===== src/rtl/core/erp_pkg.sv =====
// Package: shared constants, types and the arctangent table for the point rotator.
`default_nettype none
package erp_pkg;
    localparam int CORDIC_STEPS_DEF = 16;
    localparam int FRAC_BITS_DEF    = 16;
    localparam int ADDR_W           = 4;
    localparam logic [ADDR_W-1:0] REG_ALPHA = 4'h0;
    localparam logic [ADDR_W-1:0] REG_THETA = 4'h4;
    localparam logic [ADDR_W-1:0] REG_GAMMA = 4'h8;
    localparam logic [ADDR_W-1:0] REG_MODE  = 4'hC;
    localparam logic signed [35:0] CORDIC_GAIN = 36'sh026DD3B6A;

    typedef struct packed {
        logic signed [31:0] x;
        logic signed [31:0] y;
        logic signed [31:0] z;
    } point_t;

    function automatic logic signed [35:0] atan_lut(input logic [4:0] i);
        logic signed [35:0] r;
        case (i)
            5'd0:  r = 36'sh020000000;
            5'd1:  r = 36'sh012E4051E;
            5'd2:  r = 36'sh009FB385B;
            5'd3:  r = 36'sh0051111D4;
            5'd4:  r = 36'sh0028B0D43;
            5'd5:  r = 36'sh00145D7E1;
            5'd6:  r = 36'sh000A2F61E;
            5'd7:  r = 36'sh000517C55;
            5'd8:  r = 36'sh00028BE53;
            5'd9:  r = 36'sh000145F2F;
            5'd10: r = 36'sh0000A2F98;
            5'd11: r = 36'sh0000517CC;
            5'd12: r = 36'sh000028BE6;
            5'd13: r = 36'sh0000145F3;
            5'd14: r = 36'sh00000A2F9;
            5'd15: r = 36'sh00000517C;
            5'd16: r = 36'sh0000028BE;
            5'd17: r = 36'sh00000145F;
            5'd18: r = 36'sh000000A2F;
            5'd19: r = 36'sh000000517;
            5'd20: r = 36'sh00000028B;
            5'd21: r = 36'sh000000145;
            5'd22: r = 36'sh0000000A2;
            5'd23: r = 36'sh000000051;
            default: r = '0;
        endcase
        return r;
    endfunction
endpackage
`default_nettype wire


===== src/rtl/core/erp_matrix.sv =====
// Matrix builder: CORDIC sine/cosine and sequenced entry products.
`default_nettype none
module erp_matrix #(
    parameter int CORDIC_STEPS = erp_pkg::CORDIC_STEPS_DEF,
    parameter int FRAC_BITS    = erp_pkg::FRAC_BITS_DEF
) (
    input  wire logic                      aclk,
    input  wire logic                      aresetn,
    input  wire logic                      start,
    input  wire logic [15:0]               alpha,
    input  wire logic [15:0]               theta,
    input  wire logic [15:0]               gamma,
    input  wire logic                      use_gamma,
    output logic                           busy,
    output logic                           done,
    output logic signed [FRAC_BITS+1:0]    m_ent [9]
);
    import erp_pkg::*;
    localparam int EW    = FRAC_BITS + 2;
    localparam int NST   = (CORDIC_STEPS < 24) ? CORDIC_STEPS : 24;
    localparam int SH    = 30 - FRAC_BITS;
    localparam int PW    = 2 * EW;

    typedef enum logic [4:0] {
        S_IDLE = 5'b00001, S_INIT = 5'b00010, S_ITER = 5'b00100,
        S_OPS  = 5'b01000, S_DONE = 5'b10000
    } state_t;

    state_t state_reg, state_next;
    logic [1:0] ang_idx_reg;
    logic [4:0] it_reg;
    logic signed [35:0] cx_reg, cy_reg, cz_reg;
    logic flip_reg;
    logic signed [EW-1:0] sc_reg [6];   // s0 c0 s1 c1 s2 c2
    logic signed [EW+2:0] t_reg [4];
    logic [3:0] op_reg;
    logic signed [EW-1:0] ent_reg [9];

    logic [15:0] ang, afold;
    logic fl;
    logic signed [35:0] cxf, cyf;
    logic signed [EW-1:0] cr, sr;

    always_comb begin
        case (ang_idx_reg)
            2'd0: ang = alpha;
            2'd1: ang = theta;
            default: ang = gamma;
        endcase
        fl = ang[15] ^ ang[14];
        afold = fl ? (ang + 16'h8000) : ang;
        cxf = flip_reg ? -cx_reg : cx_reg;
        cyf = flip_reg ? -cy_reg : cy_reg;
        cr = EW'((cxf + (36'sd1 <<< (SH - 1))) >>> SH);
        sr = EW'((cyf + (36'sd1 <<< (SH - 1))) >>> SH);
    end

    // product sequencer: one multiply per cycle
    logic signed [EW+2:0] opa, opb;
    logic signed [PW+5:0] prod;
    logic signed [EW+2:0] pr;
    logic signed [EW-1:0] s0, c0, s1, c1, s2, c2;
    assign s0 = sc_reg[0]; assign c0 = sc_reg[1];
    assign s1 = sc_reg[2]; assign c1 = sc_reg[3];
    assign s2 = sc_reg[4]; assign c2 = sc_reg[5];

    function automatic logic signed [EW+2:0] ext(input logic signed [EW-1:0] v);
        return (EW+3)'(v);
    endfunction

    always_comb begin
        opa = '0; opb = '0;
        if (use_gamma) begin
            case (op_reg)
                4'd0:  begin opa = ext(c2); opb = ext(c0); end
                4'd1:  begin opa = ext(s2); opb = ext(c0); end
                4'd2:  begin opa = ext(s1); opb = ext(s0); end
                4'd3:  begin opa = t_reg[0]; opb = ext(c2); end
                4'd4:  begin opa = ext(s2); opb = ext(c1); end
                4'd5:  begin opa = ext(c1); opb = ext(c2); end
                4'd6:  begin opa = ext(s1); opb = ext(s2); end
                4'd7:  begin opa = t_reg[2]; opb = ext(s0); end
                4'd8:  begin opa = ext(s1); opb = ext(c0); end
                4'd9:  begin opa = ext(s0); opb = ext(c1); end
                4'd10: begin opa = t_reg[2]; opb = ext(c2); end
                4'd11: begin opa = ext(s1); opb = ext(c2); end
                4'd12: begin opa = ext(s2); opb = ext(s0); end
                4'd13: begin opa = t_reg[3]; opb = ext(c1); end
                4'd14: begin opa = ext(c1); opb = ext(c0); end
                default: begin opa = '0; opb = '0; end
            endcase
        end else begin
            case (op_reg)
                4'd0: begin opa = ext(s0); opb = ext(s1); end
                4'd1: begin opa = ext(s0); opb = ext(c1); end
                4'd2: begin opa = ext(s1); opb = ext(c0); end
                4'd3: begin opa = ext(c0); opb = ext(c1); end
                default: begin opa = '0; opb = '0; end
            endcase
        end
        prod = (PW+6)'(opa) * (PW+6)'(opb);
        pr = (EW+3)'((prod + ((PW+6)'(1) <<< (FRAC_BITS - 1))) >>> FRAC_BITS);
    end

    function automatic logic signed [EW-1:0] sat(input logic signed [EW+3:0] v);
        logic signed [EW+3:0] lim;
        lim = (EW+4)'(1) <<< (FRAC_BITS + 1);
        if (v > lim - 1) return EW'(lim - 1);
        if (v < -lim) return EW'(-lim);
        return EW'(v);
    endfunction

    function automatic logic signed [EW+3:0] w(input logic signed [EW+2:0] v);
        return (EW+4)'(v);
    endfunction

    logic [3:0] last_op;
    assign last_op = use_gamma ? 4'd14 : 4'd3;

    always_comb begin
        state_next = state_reg;
        case (state_reg)
            S_IDLE: if (start) state_next = S_INIT;
            S_INIT: state_next = S_ITER;
            S_ITER: if (it_reg == 5'(NST)) begin
                if (ang_idx_reg == (use_gamma ? 2'd2 : 2'd1)) state_next = S_OPS;
                else state_next = S_INIT;
            end
            S_OPS:  if (op_reg == last_op) state_next = S_DONE;
            S_DONE: state_next = S_IDLE;
            default: state_next = S_IDLE;
        endcase
    end

    always_ff @(posedge aclk) begin
        if (!aresetn) begin
            state_reg   <= S_IDLE;
            ang_idx_reg <= '0;
            for (int k = 0; k < 9; k++)
                ent_reg[k] <= (k % 4 == 0) ? (EW'(1) <<< FRAC_BITS) : '0;
        end else begin
            state_reg <= state_next;
            case (state_reg)
                S_IDLE: ang_idx_reg <= '0;
                S_INIT: begin
                    flip_reg <= fl;
                    cx_reg <= CORDIC_GAIN;
                    cy_reg <= '0;
                    cz_reg <= 36'(signed'(afold)) <<< 16;
                    it_reg <= '0;
                    op_reg <= '0;
                end
                S_ITER: begin
                    if (it_reg == 5'(NST)) begin
                        sc_reg[{ang_idx_reg, 1'b0}] <= sr;
                        sc_reg[{ang_idx_reg, 1'b1}] <= cr;
                        ang_idx_reg <= ang_idx_reg + 2'd1;
                    end else begin
                        it_reg <= it_reg + 5'd1;
                        if (!cz_reg[35]) begin
                            cx_reg <= cx_reg - (cy_reg >>> it_reg);
                            cy_reg <= cy_reg + (cx_reg >>> it_reg);
                            cz_reg <= cz_reg - atan_lut(it_reg);
                        end else begin
                            cx_reg <= cx_reg + (cy_reg >>> it_reg);
                            cy_reg <= cy_reg - (cx_reg >>> it_reg);
                            cz_reg <= cz_reg + atan_lut(it_reg);
                        end
                    end
                end
                S_OPS: begin
                    op_reg <= op_reg + 4'd1;
                    if (use_gamma) begin
                        case (op_reg)
                            4'd0:  ent_reg[0] <= sat(w(pr));
                            4'd1:  ent_reg[1] <= sat(-w(pr));
                            4'd2:  t_reg[0] <= pr;
                            4'd3:  t_reg[0] <= pr;
                            4'd4:  ent_reg[3] <= sat(w(t_reg[0]) + w(pr));
                            4'd5:  t_reg[1] <= pr;
                            4'd6:  t_reg[2] <= pr;
                            4'd7:  ent_reg[4] <= sat(w(t_reg[1]) - w(pr));
                            4'd8:  ent_reg[5] <= sat(-w(pr));
                            4'd9:  t_reg[2] <= pr;
                            4'd10: ent_reg[6] <= sat(w(t_reg[3]) - w(pr));
                            4'd11: t_reg[0] <= pr;
                            4'd12: t_reg[3] <= pr;
                            4'd13: ent_reg[7] <= sat(w(t_reg[0]) + w(pr));
                            4'd14: ent_reg[8] <= sat(w(pr));
                            default: ;
                        endcase
                        if (op_reg == 4'd0) ent_reg[2] <= s0;
                        if (op_reg == 4'd6) t_reg[3] <= pr;
                    end else begin
                        case (op_reg)
                            4'd0: begin
                                ent_reg[1] <= sat(w(pr));
                                ent_reg[0] <= c0;
                                ent_reg[3] <= '0;
                                ent_reg[4] <= c1;
                                ent_reg[5] <= sat(-w(ext(s1)));
                                ent_reg[6] <= sat(-w(ext(s0)));
                            end
                            4'd1: ent_reg[2] <= sat(w(pr));
                            4'd2: ent_reg[7] <= sat(w(pr));
                            4'd3: ent_reg[8] <= sat(w(pr));
                            default: ;
                        endcase
                    end
                end
                default: ;
            endcase
        end
    end

    assign busy = (state_reg != S_IDLE);
    assign done = (state_reg == S_DONE);
    always_comb for (int k = 0; k < 9; k++) m_ent[k] = ent_reg[k];
endmodule
`default_nettype wire


===== config.mk =====
export PLATFORM = sky130hd
export DESIGN_NAME = erp_matrix
export DESIGN_NICKNAME = d
export VERILOG_FILES = /design/src/rtl/core/erp_pkg.sv /design/src/rtl/core/erp_matrix.sv
export SDC_FILE = /design/constraint.sdc
export NUM_CORES = 2
export LEC_CHECK = 0
export BUFFER_PORTS_ARGS = -buffer_cell sky130_fd_sc_hd__clkbuf_2
export CORE_ASPECT_RATIO = 1.1
export CORE_MARGIN = 3
export CORE_UTILIZATION = 50
export CTS_CLUSTER_SIZE = 20
export DETAILED_ROUTE_END_ITERATION = 12
export PLACE_DENSITY_LB_ADDON = 0.15
export SLEW_MARGIN = 5
export SYNTH_ARGS = -nofsm -noshare
export SYNTH_HDL_FRONTEND = slang
export SYNTH_SLANG_ARGS = --single-unit

===== constraint.sdc =====
create_clock -name aclk -period 12.4 [get_ports aclk]
set_clock_uncertainty 0.1 [all_clocks]
set_input_delay 0 -clock aclk [delete_from_list [all_inputs] [get_ports aclk]]
set_output_delay 0 -clock aclk [all_outputs]
set_load 0.02 [all_outputs]

## Word level (Yosys, flattened, before mapping)

Memory sizes are Yosys's and may differ from the RTL's. A register that Yosys moved wholly into a read port is not among the register bits.
Index checks and enable logic that the tools add are counted.

- $add $sub $neg: 21
- Multipliers: 1
- Div/mod/pow operators: 0
- Order comparisons: 14
- Eq/ne operators: 28
- Shift operators: 2
- Multiplexer cells: 402
- Bitwise gates (word level): 23
- Reduce and logical (&&, ||, !) cells: 22

Operators by type and width:

| kind | number |
|---|---|
| 18-bit two-way mux | 116 |
| 36-bit two-way mux | 14 |
| 1-bit two-way mux | 237 |
| 36-bit one-hot mux with 2 select lines | 3 |
| 21-bit two-way mux | 8 |
| 21-bit one-hot mux with 8 select lines | 1 |
| 22-bit by 18-bit greater-than comparator with 1-bit output, second input constant | 6 |
| 22-bit by 18-bit < comparator with 1-bit output, second input constant | 6 |
| 21-bit one-hot mux with 3 select lines | 2 |
| 36-bit adder | 3 |
| 36-bit subtractor | 3 |
| 21-bit one-hot mux with 5 select lines | 1 |
| 36-bit by 5-bit >>> shifter with 36-bit output | 2 |
| 32-bit by 15-bit adder with 32-bit output, second input constant | 2 |
| 32-bit two-way mux | 2 |
| 32-bit negator | 2 |
| 18-bit negator with 22-bit output | 2 |
| 21-bit by 21-bit subtractor with 22-bit output | 2 |
| 21-bit OR reduction | 2 |
| 37-bit by 17-bit adder with 37-bit output, second input constant | 1 |
| 21-bit by 21-bit multiplier with 37-bit output | 1 |
| 16-bit one-hot mux with 2 select lines | 1 |
| 5-bit two-way mux | 6 |
| 4-bit equality test, second input constant | 7 |
| other kinds (38) | 83 |

- Register bits: 125
- Latch bits: 0
- Memory bits (writable): 354
- ROM bits: 1,920
- Bits of input ports: 52
- Memories: 5

Memories:

| memory | depth | bits a word | rd ports | clocked after Yosys merged registers in | wr ports | line | text |
|---|---|---|---|---|---|---|---|
| (name not given) | 32 | 30 | 1 | 1 | 0 | erp_pkg.sv:21 | `case (i)` |
| (name not given) | 32 | 30 | 1 | 1 | 0 | erp_pkg.sv:21 |  |
| ent_reg | 9 | 18 | 9 | 0 | 9 | erp_matrix.sv:37 | `logic signed [EW-1:0] ent_reg [9];` |
| sc_reg | 6 | 18 | 6 | 0 | 2 | erp_matrix.sv:34 | `logic signed [EW-1:0] sc_reg [6];` |
| t_reg | 4 | 21 | 4 | 0 | 2 | erp_matrix.sv:35 | `logic signed [EW+2:0] t_reg [4];` |

## Longest topological paths before layout

- Depth after elaboration: 26
- Mapped depth: 57

## Worst setup path after synthesis

Ideal clock, no wire load.

- Path kind: reg2reg
- Start: register op_reg[0]
- End: memory ent_reg[0][87] (netlist bit), data pin
- Arrival: 12,516 ps
- Path slack: -476 ps
- Stages on the path, launching flop included: 56
- Buffers on the path: 6
- Period minus slack after synthesis: 12,876 ps
- Cells stage by stage: edfxtp_1 > inv_1 > ha_1 > buf_2 > clkbuf_1 > and2_0 > clkbuf_1 > clkbuf_1 > a22oi_1 > and3_1 > o22ai_1 > clkbuf_1 > nand2_1 > fa_1 > inv_1 > fa_1 > inv_1 > fa_1 > [20 not listed] > nor2b_1 > o21ai_0 > a21boi_0 > o21ai_0 > a21boi_0 > o21ai_0 > a21o_1 > a21oi_1 > o21ai_0 > a31oi_1 > a211oi_1 > o31ai_1 > and4b_1 > nor3_1 > nor4_2 > nor3_2 > buf_2 > a221o_1

RTL lines:

| element | line | text |
|---|---|---|
| from (decl) | erp_matrix.sv:36 | `logic [3:0] op_reg;` |
| from (signal assigned) | erp_matrix.sv:172 | `op_reg <= op_reg + 4'd1;` |
| to (decl) | erp_matrix.sv:37 |  |

==> flow_summary_export.csv <==
group,metric,value,unit
run_status,outcome,"finished clean",
placed_design,portBuffers,215,
pwr,ir_drop,0.000157,V
clock_tree,clk_path_buf_depth,3,
synth,synth_edf_count,454,
routing,viasPerCell,6.00,
critical_path,r2r_slack,300,ps
synth,synth_flop_cell,"edfxtp_1",
cells_and_area,multi_input_area,34800,um2
grt,grt_usage,0.354,
critical_path,critPathKind,"reg -> reg",
die,core-area,104000,um2
grt,grt_pass1_vias,45300,
routing,first_iter_violations,4808,
placed_design,dpl-instance-area,58200,um2
cells_and_area,final_cell_mix,"nand2_1, inv_1, nor2_1, edfxtp_1, buf_4",
grt,grt_remaining_overflow,0,
sta,worst_pin_slew,1270,ps
critical_path,cp-start-kind,"flop",
synth,synth-async-reset-ratio,0,
cells_and_area,largest_register_ffs,162,
synth,synth.avg_cell_area,9.03,um2
sta,fin_crit,12100,ps
cells_and_area,drive_above_1_share,0.169,
sta,hold_violations,0,
clock_tree,path_clk_slew,60,ps
routing,vias,46700,
critical_path,crit_start,"op_reg[0]$_SDFFCE_PN0P_",
sta,maxSlewViolCount,0,
pwr,powerDensity,150,nW/um2
critical_path,max_stage_delay,700,ps
routing,drc,0,
clock_tree,cts_tree,"done",
critical_path,worst_path_most_repeated_cell,"fa_1",
grt,antenna_found_initial,2,
clock_tree,numCtsBuffers,58,
sta,max_slew_margin,0.151,
synth,ys_types,117,
clock_tree,htreeDepth,2,
routing,ant_nets,0,
critical_path,arrival,12430,ps
sta,setup_tns,0,ps
routing,first_pass_iters,9,
placed_design,gp_congestion,1.05,
job,cap_violations,0,
critical_path,crit_cells,46,
die,dieHeight,347,um
routing,wl_per_cell,25.4,um
die,fp-row-count,124,
cells_and_area,stdcell_count,7773,
synth,ys_seq_area_frac,0.279,
critical_path,cp-endpoint,"ent_reg[0][128]$_DFFE_PP_",
die,die_w,316,um
cells_and_area,final_common_cell,"nand2_1",
synth,yosysWarningCount,0,
clock_tree,clkLatencyLatePin,700,ps
cells_and_area,finalInstanceArea,61400,um2
clock_tree,cts_sinks,509,
grt,grt_max_degree,90,
critical_path,reg2reg_to,"ent_reg[0][128]$_DFFE_PP_",
die,ios,216,
critical_path,cp-end-kind,"flop",
cells_and_area,fill_cells,9342,
cells_and_area,area_delta_synth_final,16.3,%
grt,grt_pass1_wl,290000,um
critical_path,crit_buf_inv,12,
sta,setup_violations,0,
worst_hold_path,hold_path_class,"in -> reg",
cells_and_area,ff_latch_area,14700,um2
critical_path,r2r_start,"op_reg[0]$_SDFFCE_PN0P_",
clock_tree,cts_root_buffer,"clkbuf_16",
die,die-area,110000,um2
critical_path,reg2reg_depth,46,
die,start_util,0.506,
critical_path,critPathMaxFanout,19,
synth,syn_inst,5850,
cells_and_area,nNetsFinal,7081,
critical_path,critPathRequiredTime,12730,ps
sta,post-route-period-util,0.976,
pwr,leakage,26.7,nW
synth,syn-cell-area,52800,um2
critical_path,crit_slowest_cell,"fa_1",
routing,drt-total-wl,197000,um
critical_path,cp_top_family,"adder cells",
sta,fmax,0.0827,GHz
synth,ys_ff_latch,509,
placed_design,place_hpwl,158000,um
synth,syn_nets,6596,
placed_design,place_inst,7590,
-- metrics by stage --
stage          setup WS (ps)  hold slack [ps]  utilization  power, mW
2_1_floorplan           22.7             99.8            -       4.56
3_3_place_gp            10.6              262        0.557       7.01
3_5_place_dp           -91.8              285        0.557       7.01
4_1_cts                 7.17              193        0.580       8.83
5_1_grt                -79.9              236        0.588       9.60
6_report                 304              214        0.588       9.22
-- layout make-up --
cell class,instances,share of cell area
clock inverter,39,0.00680
timing repair buffer,736,0.0889
clock buffer,71,0.0256
sequential,509,0.240
tap,1386,0.0282
inverter,711,0.0437
multi-input combinational,4319,0.567
antenna,2,0.0000815
-- synth_stat cells, drive strengths merged, types with 13 or more instances --
cell,number,share of area
a22oi,71,0.010
dfxtp,55,0.021
nand2b,44,0.0052
a21boi,22,0.0032
nor2b,53,0.0063
o22ai,29,0.0036
mux2,28,0.0060
or2,22,0.0026
a22o,53,0.0088
a31oi,58,0.0071
and3,64,0.0076
xor2,137,0.023
a221oi,24,0.0040
inv,708,0.050
xnor2,234,0.039
or3,26,0.0031
and2,80,0.0095
nand3,129,0.012
o21a,39,0.0055
fa,417,0.16
clkbuf,245,0.017
nor3,86,0.0082
o31ai,24,0.0037
a21oi,313,0.030
a21o,62,0.0088
o21ai,270,0.026
a211oi,47,0.0071
mux2i,55,0.010
a222oi,42,0.0080
nand2,758,0.054
ha,277,0.066
edfxtp,454,0.26
nor4,36,0.0045
buf,67,0.0059
o211ai,47,0.0073
a221o,22,0.0042
mux4,60,0.026
nor2,489,0.035
o21bai,31,0.0044
nand4,13,0.0015
-- worst reg2reg max path: cells and delay by family, from the launching register on --
| kind | cells | cell delay (ps) |
|---|---|---|
| adder cells (fa/ha/maj) | 10 | 4610 |
| AO/OA/AOI/OAI | 15 | 3280 |
| buffers and inverters | 12 | 1740 |
| AND/OR/NAND/NOR | 7 | 1360 |
| flip-flops | 1 | 450 |
| XOR/XNOR | 2 | 380 |
-- routing by layer --
layer	global-route usage	wire [um]	vias to the layer above
met3	0.0544	15100	452
met5	0	13	-
met4	0.181	12500	2
li1	-	-	21200
met1	0.463	77700	23000
met2	0.571	91800	2035
-- kinds of logic after synthesis --
kind of cell               synth area share
muxes                                0.0420
xor gates and xnor gates             0.0621
AOI/OAI and AO/OA                     0.161
buffers and inverters                0.0739
and+or+nand+nor                       0.157
adders and majority gates             0.224
DFF                                   0.279
-- worst min-delay path by stage --
| stage | startpoint | slack (ps) | cells past startpoint | endpoint |
|---|---|---|---|---|
| 6_report | start | 210 | 4 | state_reg[4]$_SDFFE_PN0P_ |
| 5_1_grt | start | 240 | 4 | state_reg[4]$_SDFFE_PN0P_ |
| 4_1_cts | start | 190 | 4 | state_reg[4]$_SDFFE_PN0P_ |
| 3_3_place_gp | gamma[5] | 260 | 3 | cz_reg[21]$_DFFE_PP_ |
| 3_5_place_dp | gamma[4] | 280 | 3 | cz_reg[20]$_DFFE_PP_ |
| 2_1_floorplan | start | 100 | 2 | state_reg[4]$_SDFFE_PN0P_ |
-- what timing repair did --
| item | 4_1_cts | 5_1_grt |
|---|---|---|
| resized for setup | 3 | 137 |
| buffers inserted | 0 | 33 |
| endpoints found under the setup margin | 41 | 88 |
| cloned | 0 | 2 |
| hold buffers | 37 | 0 |
| pin swaps | 1 | 65 |
| hold endpoints to repair | 28 | 0 |
-- power by group --
part / total (mW) / internal, mW / switching [mW] / leakage [nW]
clock network: 1.79 / 1.00 / 0.786 / 0.953
logic: 5.45 / 2.17 / 3.29 / 21.0
registers: 1.98 / 1.97 / 0.0126 / 4.76
(Power assumes the default switching activity.)
