===== config.mk =====
export PLATFORM = sky130hd
export DESIGN_NAME = erp_front
export DESIGN_NICKNAME = d
export VERILOG_FILES = /design/src/rtl/core/erp_pkg.sv /design/src/rtl/core/erp_front.sv
export SDC_FILE = /design/constraint.sdc
export NUM_CORES = 1
export LEC_CHECK = 0
export BUFFER_PORTS_ARGS = -buffer_cell sky130_fd_sc_hd__buf_2
export CAP_MARGIN = 20
export CORE_MARGIN = 3
export CORE_UTILIZATION = 40
export DETAILED_ROUTE_END_ITERATION = 7
export GPL_ROUTABILITY_DRIVEN = 0
export PLACE_DENSITY = 0.65
export SETUP_SLACK_MARGIN = 0.2
export SYNTH_ARGS = -nofsm -noshare
export SYNTH_HDL_FRONTEND = slang
export SYNTH_SLANG_ARGS = --single-unit
export TNS_END_PERCENT = 100

===== constraint.sdc =====
create_clock -name aclk -period 4.8 [get_ports aclk]
set_input_delay 0.72 -clock aclk [delete_from_list [all_inputs] [get_ports aclk]]
set_output_delay 0.72 -clock aclk [all_outputs]
set_load 0.02 [all_outputs]

===== src/rtl/core/erp_pkg.sv =====
// Package: shared constants, types and the arctangent table for the point rotator.
`default_nettype none
package erp_pkg;
    localparam int CORDIC_STEPS_DEF = 16;
    localparam int FRAC_BITS_DEF    = 16;
    localparam int ADDR_W           = 4;
    localparam logic [ADDR_W-1:0] REG_ALPHA = 4'h0;
    localparam logic [ADDR_W-1:0] REG_THETA = 4'h4;
    localparam logic [ADDR_W-1:0] REG_GAMMA = 4'h8;
    localparam logic [ADDR_W-1:0] REG_MODE  = 4'hC;
    localparam logic signed [35:0] CORDIC_GAIN = 36'sh026DD3B6A;

    typedef struct packed {
        logic signed [31:0] x;
        logic signed [31:0] y;
        logic signed [31:0] z;
    } point_t;

    function automatic logic signed [35:0] atan_lut(input logic [4:0] i);
        logic signed [35:0] r;
        case (i)
            5'd0:  r = 36'sh020000000;
            5'd1:  r = 36'sh012E4051E;
            5'd2:  r = 36'sh009FB385B;
            5'd3:  r = 36'sh0051111D4;
            5'd4:  r = 36'sh0028B0D43;
            5'd5:  r = 36'sh00145D7E1;
            5'd6:  r = 36'sh000A2F61E;
            5'd7:  r = 36'sh000517C55;
            5'd8:  r = 36'sh00028BE53;
            5'd9:  r = 36'sh000145F2F;
            5'd10: r = 36'sh0000A2F98;
            5'd11: r = 36'sh0000517CC;
            5'd12: r = 36'sh000028BE6;
            5'd13: r = 36'sh0000145F3;
            5'd14: r = 36'sh00000A2F9;
            5'd15: r = 36'sh00000517C;
            5'd16: r = 36'sh0000028BE;
            5'd17: r = 36'sh00000145F;
            5'd18: r = 36'sh000000A2F;
            5'd19: r = 36'sh000000517;
            5'd20: r = 36'sh00000028B;
            5'd21: r = 36'sh000000145;
            5'd22: r = 36'sh0000000A2;
            5'd23: r = 36'sh000000051;
            default: r = '0;
        endcase
        return r;
    endfunction
endpackage
`default_nettype wire


===== src/rtl/core/erp_front.sv =====
// Front end: accepts points and queues them ahead of the multiply-add datapath.
`default_nettype none
module erp_front (
    input  wire logic            aclk,
    input  wire logic            aresetn,
    input  wire logic            hold,
    input  wire logic            s_valid,
    output logic                 s_ready,
    input  wire erp_pkg::point_t s_pt,
    output logic                 q_valid,
    input  wire logic            q_ready,
    output erp_pkg::point_t      q_pt
);
    import erp_pkg::*;
    point_t mem_reg [4];
    logic [1:0] wp_reg, rp_reg;
    logic [2:0] cnt_reg;
    logic wr, rd;
    assign s_ready = (cnt_reg != 3'd4) && !hold;
    assign wr = s_valid && s_ready;
    assign q_valid = (cnt_reg != 3'd0);
    assign rd = q_valid && q_ready;
    assign q_pt = mem_reg[rp_reg];
    always_ff @(posedge aclk) begin
        if (!aresetn) begin
            wp_reg <= '0; rp_reg <= '0; cnt_reg <= '0;
        end else begin
            if (wr) begin
                mem_reg[wp_reg] <= s_pt;
                wp_reg <= wp_reg + 2'd1;
            end
            if (rd) rp_reg <= rp_reg + 2'd1;
            cnt_reg <= cnt_reg + 3'(wr) - 3'(rd);
        end
    end
endmodule
`default_nettype wire


-- Word-level counts from Yosys, hierarchy flattened
Memory sizes are Yosys's and may differ from the RTL's. A register that Yosys moved wholly into a read port is not among the register bits.
Index checks and enable logic that the tools add are counted.
- add/subtract/negate cells: 4
- multipliers: 0
- divide/modulo/power cells: 0
- magnitude comparators: 0
- eq/ne operators: 1
- shift operators: 0
- mux-type cells: 5
- bitwise gates (word level): 0
- reductions and logical operators: 5
- operators with widths (cell ; number):
    adder 2 x 1 -> 2 bit (second input constant) ; 2
    two-way mux 2 bit ; 2
    adder 3 x 1 -> 3 bit ; 1
    logical AND 1 bit ; 3
    two-way mux 1 bit ; 3
    inequality test 3 bit (second input constant) ; 1
    nonzero test 3 bit ; 1
    subtractor 3 x 1 -> 3 bit ; 1
    zero test 1 bit ; 1
- flip-flop bits (word level): 7
- bits in latches: 0
- RAM bits: 384
- bits in read-only memories: 0
- input port bits: 101
- output and inout port bits: 98
- logic and storage cells: 19
- memories kept: 1
- memory list (name ; words ; width ; rd ports ; clocked after Yosys merged registers in ; write ports ; RTL line ; source):
    mem_reg ; 4 ; 96 ; 1 ; 1 ; 1 ; erp_front.sv:15 ; point_t mem_reg [4];

-- Logic depth before layout (Yosys ltp)
Gate-level depths: netlist (run 1).
- word-level depth: 6
- depth in mapped cells: 11
- depth with buffers taken out: 11

-- Worst setup path before layout (run 1)
OpenSTA, ideal clock, no wires.
- path type: in2reg
- start: in hold
- end: mem mem_reg[0][0] (netlist name), enable pin
- data arrival time: 3.532 ns
- required time: 4.334 ns
- slack: 0.802 ns
- stages on the path: 3
- cell sequence: nand2b_1 a21oi_1 and3_1
- word-level cells in the longest chain between the ends: 6
- RTL lines (what ; RTL line ; source):
    start: declaration ; erp_front.sv:6 ; input wire logic hold,
    zero test 1 bit ; erp_front.sv:19 ; assign s_ready = (cnt_reg != 3'd4) && !hold;
    logical AND 1 bit ; erp_front.sv:19 ;
    logical AND 1 bit ; erp_front.sv:20 ; assign wr = s_valid && s_ready;
    two-way mux 1 bit ; erp_front.sv:28 ; if (wr) begin
    two-way mux 1 bit ; erp_front.sv:25 ; if (!aresetn) begin
    two-way mux 1 bit (not written as such) ; erp_front.sv:29 ; mem_reg[wp_reg] <= s_pt;
    end: declaration ; erp_front.sv:15 ;
No other way between the ends.

==> flow_metrics.py, run 1 <==
metrics = {
    "flow_run": {
        "drv_cap": 0,
    },
    "placed_design": {
        "dp_hpwl_um": 16500,
        "place_area_um2": 15900,
        "port_buffers": 198,
        "dp_worst_setup_slack_ns": 1.75,
    },
    "clocking": {
        "cts_max_path_buffers": 3,
        "cts_buffers": 41,
        "cts_tree": "done",
        "htree_levels": 2,
        "postCtsHoldBufs": 0,
        "cts_sinks": 393,
        "ctsResizeCount": 0,
        "cts_setup_buffers": 0,
        "clockRootBuffer": "clkbuf_16",
        "cts.clk_slew.worst_paths_ns": 0.06,
        "clock_latency_ns": 0.52,
    },
    "die": {
        "start_util_pct": 41.0,
        "die_area_um2": 38100,
        "core-area_um2": 34900,
        "die_w_um": 195,
        "die_y_um": 195,
        "io_pins": 199,
        "rows": 68,
    },
    "cells_and_area": {
        "seq_area_um2": 11700,
        "final_cell_mix": "edfxtp_1 (384), buf_2 (198), mux4_2 (96)",
        "syn2layout_area_growth_pct": 21.2,
        "nFillCells": 2833,
        "drive_above_1_share_pct": 46.5,
        "final_area_um2": 17300,
        "largest_reg_flops": 384,
        "layout_commonest_cell": "edfxtp_1",
        "multi_input_area_um2": 2450,
        "final_nets": 886,
    },
    "timing": {
        "hold_viol": 0,
        "fin_ws_ns": 1.52,
        "fin_crit_ns": 3.28,
        "finalSetupTns_ns": 0,
        "drv_slew": 0,
        "max_freq_mhz": 305,
        "setup_viol": 0,
        "max_slew_margin_pct": 47.1,
        "clock_skew_ns": 0.0124,
        "post-route-period-util_pct": 68.3,
        "rsz0062_at_grt": "false",
        "worst_slew_pin_slew_ns": 0.793,
    },
    "detailed_routing": {
        "first_iter_violations": 380,
        "drc": 0,
        "wl_per_cell_um": 21.6,
        "vias_per_cell": 5.04,
        "routed_wirelength_um": 27300,
        "drtAntennaViolNets": 0,
        "vias": 6378,
        "dr.pass1.iters": 4,
    },
    "yosys": {
        "synth_cells": 551,
        "avgSynthCellArea_um2": 26.0,
        "ys_warn_count": 0,
        "syn_nets": 659,
        "synth.distinct_cells": 22,
        "ys_ff_latch": 393,
        "syn-cell-area_um2": 14300,
        "ys_seq_area_share_pct": 81.8,
    },
    "worst_setup_path": {
        "end_kind": "primary output",
        "startpoint_type": "flip-flop",
        "cp_max_fo": 43,
        "arrival_ns": 2.56,
        "worstSetupPathType": "reg2out",
        "critical_path_required_ns": 4.08,
    },
    "power_and_ir_drop": {
        "p_leak_nw": 5.73,
        "peakVddDrop_mv": 0.338,
        "p_per_area_nw_per_um2": 522,
    },
    "grt": {
        "overflow": 0,
        "grt_usage_pct": 14.4,
        "grt_pass1_wl_um": 42100,
        "antenna_found_initial": 2,
        "grt_max_degree": 58,
        "grt_pass1_vias": 6793,
    },
    "min_path": {
        "hold_class": "in2reg",
    },
    "outcome": {
        "status": "complete, no violations",
    },
}
synth_stat cells:
master	n	area (um2)
o311ai_0	1	8.76
clkbuf_1	6	22.5
buf_2	11	55.1
a21oi_1	2	10.0
and3_1	4	25.0
dfxtp_1	9	180
mux4_2	96	2160
inv_1	5	18.8
mux2i_1	2	20.0
nor2b_1	3	18.8
buf_6	5	56.3
edfxtp_1	384	11500
fa_1	1	20.0
xnor2_1	4	35.0
nor2_1	1	3.75
nand2_1	4	15.0
nand2b_1	1	6.26
ha_1	6	75.1
or3_1	1	6.26
o31a_1	1	8.76
buf_12	1	20.0
and2_1	3	18.8
critical path: stages, from the launching register on:
cell and delay (ns):
dfxtp_4 0.82, buf_12 0.39, mux4_2 0.58, buf_2 0.18
cell type report:
cell class / instances / area share, %
flip-flops and latches: 393 / 67.6
multi-input cells: 130 / 14.1
repair buffers: 207 / 6.53
clock buffers: 49 / 6.38
well taps: 455 / 3.28
clock inverters: 24 / 1.98
inverters: 5 / 0.108
diodes: 2 / 0.0288
cells by family after synthesis:
logic type      after synthesis  share of synthesized area (%)
compound gates                4                          0.192
xor+xnor                      4                          0.245
fa+ha+maj                     7                          0.664
buf+inv                      28                           1.21
flops                       393                           81.8
mux                          98                           15.2
simple gates                 17                          0.655
path summary, 6_finish.rpt:
check / startpoint / end / slack, ns / depth (start not counted)
worst max-delay path: flip-flop / q_pt[60] / 1.52 / 3
worst min-delay path: s_pt[82] / mem_reg[2][82]$_DFFE_PP_ / 0.42 / 1
worst max register to register: cnt_reg[1]$_SDFF_PN0_ / cnt_reg[2]$_SDFF_PN0_ / 2.15 / 11
worst min register to register: wp_reg[1]$_SDFFE_PN0P_ / wp_reg[1]$_SDFFE_PN0P_ / 0.50 / 2
report_power, final:
group | switching, W | internal (W)
sequential | 0.000137 | 0.00387
combinational | 0.000934 | 0.000792
clock | 0.00125 | 0.00208
metrics by stage:
stage               cells  power [W]  hold WS (ns)  utilization [%]
floorplan             551    0.00530         0.468                -
global placement     1190    0.00585         0.493             45.6
detailed placement   1190    0.00586         0.500             45.6
CTS                  1263    0.00921         0.377             49.7
global route         1263    0.00944         0.383             49.7
finish               1265    0.00906         0.420             49.7
layer usage:
| metal | part of all wire (%) | track usage [%] |
|---|---|---|
| met1 | 45 | 21.2 |
| met2 | 47 | 21.5 |
| met3 | 6.4 | 3.90 |
| met4 | 1.9 | 3.91 |
| met5 | 0.084 | 0 |
(Power assumes the default switching activity.)
==> run 2, diff against run 1 <==
--- a/config.mk
+++ b/config.mk
@@ -11,7 +11,7 @@
 export CORE_UTILIZATION = 40
 export DETAILED_ROUTE_END_ITERATION = 7
 export GPL_ROUTABILITY_DRIVEN = 0
-export PLACE_DENSITY = 0.65
+export PLACE_DENSITY = 0.67
 export SETUP_SLACK_MARGIN = 0.2
 export SYNTH_ARGS = -nofsm -noshare
 export SYNTH_HDL_FRONTEND = slang
==> constraint.sdc (replaced) <==
create_clock -name aclk -period 2.8 [get_ports aclk]
set_input_delay 0.42 -clock aclk [delete_from_list [all_inputs] [get_ports aclk]]
set_output_delay 0.42 -clock aclk [all_outputs]
set_load 0.02 [all_outputs]
==> flow_metrics.py, run 2 (same netlist as run 1, synthesis figures left out) <==
metrics = {
    "placed_design": {
        "place_area_um2": 16200,
        "dp_hpwl_um": 16600,
        "port_buffers": 198,
    },
    "timing": {
        "max_freq_mhz": 407,
        "fin_crit_ns": 2.46,
        "drv_slew": 0,
        "post-route-period-util_pct": 87.7,
        "setup_viol": 0,
        "finalSetupTns_ns": 0,
        "hold_viol": 0,
        "worst_slew_pin_slew_ns": 0.501,
        "rsz0062_at_grt": "false",
        "max_slew_margin_pct": 66.6,
        "clock_skew_ns": 0.0144,
    },
    "detailed_routing": {
        "vias": 6505,
        "wl_per_cell_um": 20.9,
        "routed_wirelength_um": 27000,
        "vias_per_cell": 5.04,
        "first_iter_violations": 351,
        "dr.pass1.iters": 4,
        "drc": 0,
        "drtAntennaViolNets": 0,
    },
    "die": {
        "die_w_um": 195,
        "die_y_um": 195,
        "core-area_um2": 34900,
        "die_area_um2": 38100,
        "start_util_pct": 41.0,
        "rows": 68,
        "io_pins": 199,
    },
    "grt": {
        "grt_usage_pct": 14.4,
        "overflow": 0,
        "grt_pass1_vias": 7010,
        "grt_pass1_wl_um": 42000,
        "grt_max_degree": 44,
        "antenna_found_initial": 1,
    },
    "worst_setup_path": {
        "cp_max_fo": 10,
        "arrival_ns": 2.04,
        "reg2reg_slack_ns": 0.55,
        "end_kind": "primary output",
        "worstSetupPathType": "reg2out",
        "critical_path_required_ns": 2.38,
        "startpoint_type": "flip-flop",
    },
    "cells_and_area": {
        "final_cell_mix": "edfxtp_1 (384), buf_2 (198), mux4_2 (96)",
        "drive_above_1_share_pct": 47.2,
        "antenna_cells": 0,
        "nFillCells": 2803,
        "final_area_um2": 17500,
        "syn2layout_area_growth_pct": 22.1,
        "largest_reg_flops": 384,
        "layout_commonest_cell": "edfxtp_1",
        "final_nets": 914,
    },
    "power_and_ir_drop": {
        "p_leak_nw": 5.82,
        "p_per_area_nw_per_um2": 866,
        "peakVddDrop_mv": 0.546,
    },
    "clocking": {
        "cts_buffers": 40,
        "cts_tree": "done",
        "cts_sinks": 393,
        "htree_levels": 2,
        "clock_latency_ns": 0.54,
        "postCtsHoldBufs": 0,
        "ctsResizeCount": 0,
        "cts.clk_slew.worst_paths_ns": 0.06,
        "clockRootBuffer": "clkbuf_16",
        "cts_max_path_buffers": 3,
    },
    "flow_run": {
        "drv_cap": 0,
    },
    "outcome": {
        "status": "complete, no violations",
    },
    "min_path": {
        "hold_class": "in2reg",
    },
}
## run 2: changes by cell type in the layout (fill, tap and decap cells not counted), sizes merged
cell	before	now
buf	207	236
bufinv	8	3
clkbuf	49	53
clkinv	11	13
clkinvlp	3	1
diode	2	0
## run 2: layout make-up
type,count,area [um2],share of cell area [%]
sequential,393,11700,67.1
multi-input combinational,130,2450,14.0
timing repair buffer,236,1460,8.35
clock buffer,53,1080,6.19
tap,455,569,3.26
clock inverter,19,175,1.00
inverter,5,18.8,0.107
## run 2: stage by stage
stage	total power [W]	hold WS (ns)	worst slack [ns]	std cells	util, %
detailed placement	0.0102	0.503	0.435	1216	46.4
finish	0.0151	0.0907	0.344	1291	50.1
global route	0.0158	0.0618	0.252	1291	50.1
floorplan	0.00909	0.468	0.181	551	-
global placement	0.0101	0.495	0.477	1216	46.4
CTS	0.0153	0.0488	0.154	1289	50.0
## run 2: routing by layer
layer | up-vias | GRT usage [%] | part of all wire (%)
met5 | - | 0 | 0.048
met4 | 2 | 4.86 | 2.4
met3 | 51 | 3.97 | 6.5
met2 | 176 | 23.7 | 50
met1 | 3394 | 18.8 | 41
li1 | 2882 | - | -
## run 2: worst paths after layout
check                          from                       end  cells past startpoint
max                       flip-flop                  q_pt[87]                      4
min                        s_pt[16]  mem_reg[0][16]$_DFFE_PP_                      1
max reg2reg   cnt_reg[1]$_SDFF_PN0_     cnt_reg[2]$_SDFF_PN0_                     11
min reg2reg  wp_reg[1]$_SDFFE_PN0P_    wp_reg[1]$_SDFFE_PN0P_                      2
## run 2: power breakdown
group | switching, W | total, W | internal [W]
combinational | 0.00177 | 0.00331 | 0.00155
sequential | 0.000100 | 0.00673 | 0.00663
clock | 0.00209 | 0.00508 | 0.00300
total | 0.00395 | 0.0151 | 0.0112
## run 2: timing repair
action                                  4_1_cts  5_1_grt
endpoints found under the setup margin       47       19
pin swaps                                     0        0
endpoints found under the hold margin         0        0
setup buffers                                 1        2
## run 2: worst max-delay path: stages (launching register included)
cell	delay, ns
dfxtp_4	0.38
buf_12	0.14
buf_4	0.25
mux4_2	0.55
buf_2	0.18
==> run 3, diff against run 2 <==
--- a/config.mk
+++ b/config.mk
@@ -6,12 +6,11 @@
 export NUM_CORES = 1
 export LEC_CHECK = 0
 export BUFFER_PORTS_ARGS = -buffer_cell sky130_fd_sc_hd__buf_2
-export CAP_MARGIN = 20
+export CAP_MARGIN = 15
 export CORE_MARGIN = 3
 export CORE_UTILIZATION = 40
 export DETAILED_ROUTE_END_ITERATION = 7
 export GPL_ROUTABILITY_DRIVEN = 0
-export PLACE_DENSITY = 0.67
 export SETUP_SLACK_MARGIN = 0.2
 export SYNTH_ARGS = -nofsm -noshare
 export SYNTH_HDL_FRONTEND = slang
==> flow_metrics.py, run 3 (same netlist as run 1, synthesis figures left out) <==
metrics = {
    "detailed_routing": {
        "wl_per_cell_um": 21.8,
        "vias_per_cell": 5.13,
        "first_iter_violations": 251,
        "dr.pass1.iters": 4,
        "drtAntennaViolNets": 0,
        "routed_wirelength_um": 27900,
        "vias": 6570,
        "drc": 0,
    },
    "clocking": {
        "postCtsHoldBufs": 0,
        "cts_buffers": 42,
        "cts_max_path_buffers": 3,
        "clock_latency_ns": 0.54,
        "cts.clk_slew.worst_paths_ns": 0.06,
        "cts_tree": "done",
        "ctsResizeCount": 0,
        "htree_levels": 2,
        "clockRootBuffer": "clkbuf_16",
        "cts_sinks": 393,
    },
    "timing": {
        "setup_viol": 0,
        "clock_skew_ns": 0.0148,
        "hold_viol": 0,
        "drv_slew": 0,
        "rsz0062_at_grt": "false",
        "post-route-period-util_pct": 88.0,
        "finalSetupTns_ns": 0,
        "fin_crit_ns": 2.46,
        "worst_slew_pin_slew_ns": 0.588,
        "max_freq_mhz": 406,
        "max_slew_margin_pct": 60.3,
        "hold-worst-slack_ns": 0.0913,
    },
    "die": {
        "core-area_um2": 34900,
        "start_util_pct": 41.0,
        "rows": 68,
        "die_w_um": 195,
        "die_area_um2": 38100,
        "io_pins": 199,
        "die_y_um": 195,
    },
    "worst_setup_path": {
        "worstSetupPathType": "reg2out",
        "startpoint_type": "flip-flop",
        "reg2reg_to": "cnt_reg[2]$_SDFF_PN0_",
        "reg2reg_slack_ns": 0.46,
        "arrival_ns": 2.04,
        "critical_path_required_ns": 2.38,
        "r2r_cells": 11,
        "rr_startpoint": "cnt_reg[1]$_SDFF_PN0_",
        "end_kind": "primary output",
        "cp_max_fo": 36,
    },
    "cells_and_area": {
        "drive_above_1_share_pct": 45.8,
        "nFillCells": 2778,
        "seq_area_um2": 11700,
        "largest_reg_flops": 384,
        "layout_commonest_cell": "edfxtp_1",
        "final_nets": 899,
        "multi_input_area_um2": 2450,
        "final_cell_mix": "edfxtp_1 (384), buf_2 (198), mux4_2 (96)",
        "syn2layout_area_growth_pct": 22.5,
    },
    "grt": {
        "antenna_found_initial": 5,
        "grt_max_degree": 41,
        "grt_usage_pct": 14.8,
        "grt_pass1_vias": 7245,
        "grt_pass1_wl_um": 43300,
        "overflow": 0,
    },
    "power_and_ir_drop": {
        "peakVddDrop_mv": 0.600,
        "p_per_area_nw_per_um2": 889,
        "p_leak_nw": 5.81,
    },
    "placed_design": {
        "port_buffers": 198,
        "dp_hpwl_um": 17400,
    },
    "min_path": {
        "whs_endpoint": "mem_reg[0][45]$_DFFE_PP_",
        "min-delay-start": "s_pt[45]",
        "hold_class": "in2reg",
        "hold_depth": 1,
    },
    "outcome": {
        "status": "complete, no violations",
    },
    "flow_run": {
        "drv_cap": 0,
    },
}
## run 3: changes by cell type in the layout (fill, tap and decap cells not counted), sizes merged
| cell | delta |
|---|---|
| clkinvlp | -1 |
| bufinv | +3 |
| clkinv | -1 |
| diode | +2 |
| buf | -17 |
| clkbuf | +3 |
## run 3: layout make-up
cell class                      count  area share (%)
Sequential cell                   393            66.8
Multi-Input combinational cell    130            14.0
Timing Repair Buffer              219            7.73
Clock buffer                       56            6.66
Tap cell                          455            3.25
Clock inverter                     20            1.43
Inverter                            5           0.107
Antenna cell                        2          0.0285
## run 3: worst max-delay path, stage by stage, from the launching register on
cell,delay (ns)
dfxtp_4,0.63
buf_12,0.30
mux4_2,0.36
buf_2,0.18
## run 3: worst max-delay path by stage
| stage | endpoint | slack, ns | cells past startpoint |
|---|---|---|---|
| 2_1_floorplan | mem_reg[0][0]$_DFFE_PP_ | 0.18 | 3 |
| 3_5_place_dp | cnt_reg[2]$_SDFF_PN0_ | 0.36 | 12 |
| 5_1_grt | q_pt[77] | 0.23 | 3 |
| 6_report | q_pt[52] | 0.34 | 3 |
| 4_1_cts | q_pt[77] | 0.24 | 3 |
| 3_3_place_gp | cnt_reg[2]$_SDFF_PN0_ | 0.47 | 12 |
## run 3: metal layers
layer	routed length (um)	part of all wire [%]	GRT usage (%)	vias up
li1	-	-	-	2861
met1	11700	42	19.5	3457
met2	13800	49	24.1	193
met3	1750	6.3	4.52	53
met4	540	1.9	3.86	6
met5	41	0.15	0	-
## run 3: power by group
part | leakage [nW] | switching (W) | internal [W]
combinational | 1.58 | 0.00177 | 0.00151
clock | 0.687 | 0.00209 | 0.00348
sequential | 3.54 | 0.0000992 | 0.00663
total | 5.81 | 0.00397 | 0.0116
## run 3: timing repair
item                                    in CTS  in global routing
setup buffers                                4                  0
endpoints found under the setup margin      80                  0
endpoints found under the hold margin        0                  0
## run 3: through the flow
stage / cells / cell area, um2 / setup WS (ns) / total power (W) / utilization, %
2_1_floorplan: 551 / 14300 / 0.181 / 0.00909 / -
3_3_place_gp: 1198 / 16100 / 0.470 / 0.0101 / 46.0
3_5_place_dp: 1198 / 16100 / 0.364 / 0.0101 / 46.0
4_1_cts: 1278 / 17500 / 0.242 / 0.0159 / 50.3
5_1_grt: 1279 / 17500 / 0.225 / 0.0163 / 50.3
6_report: 1280 / 17500 / 0.336 / 0.0156 / 50.3
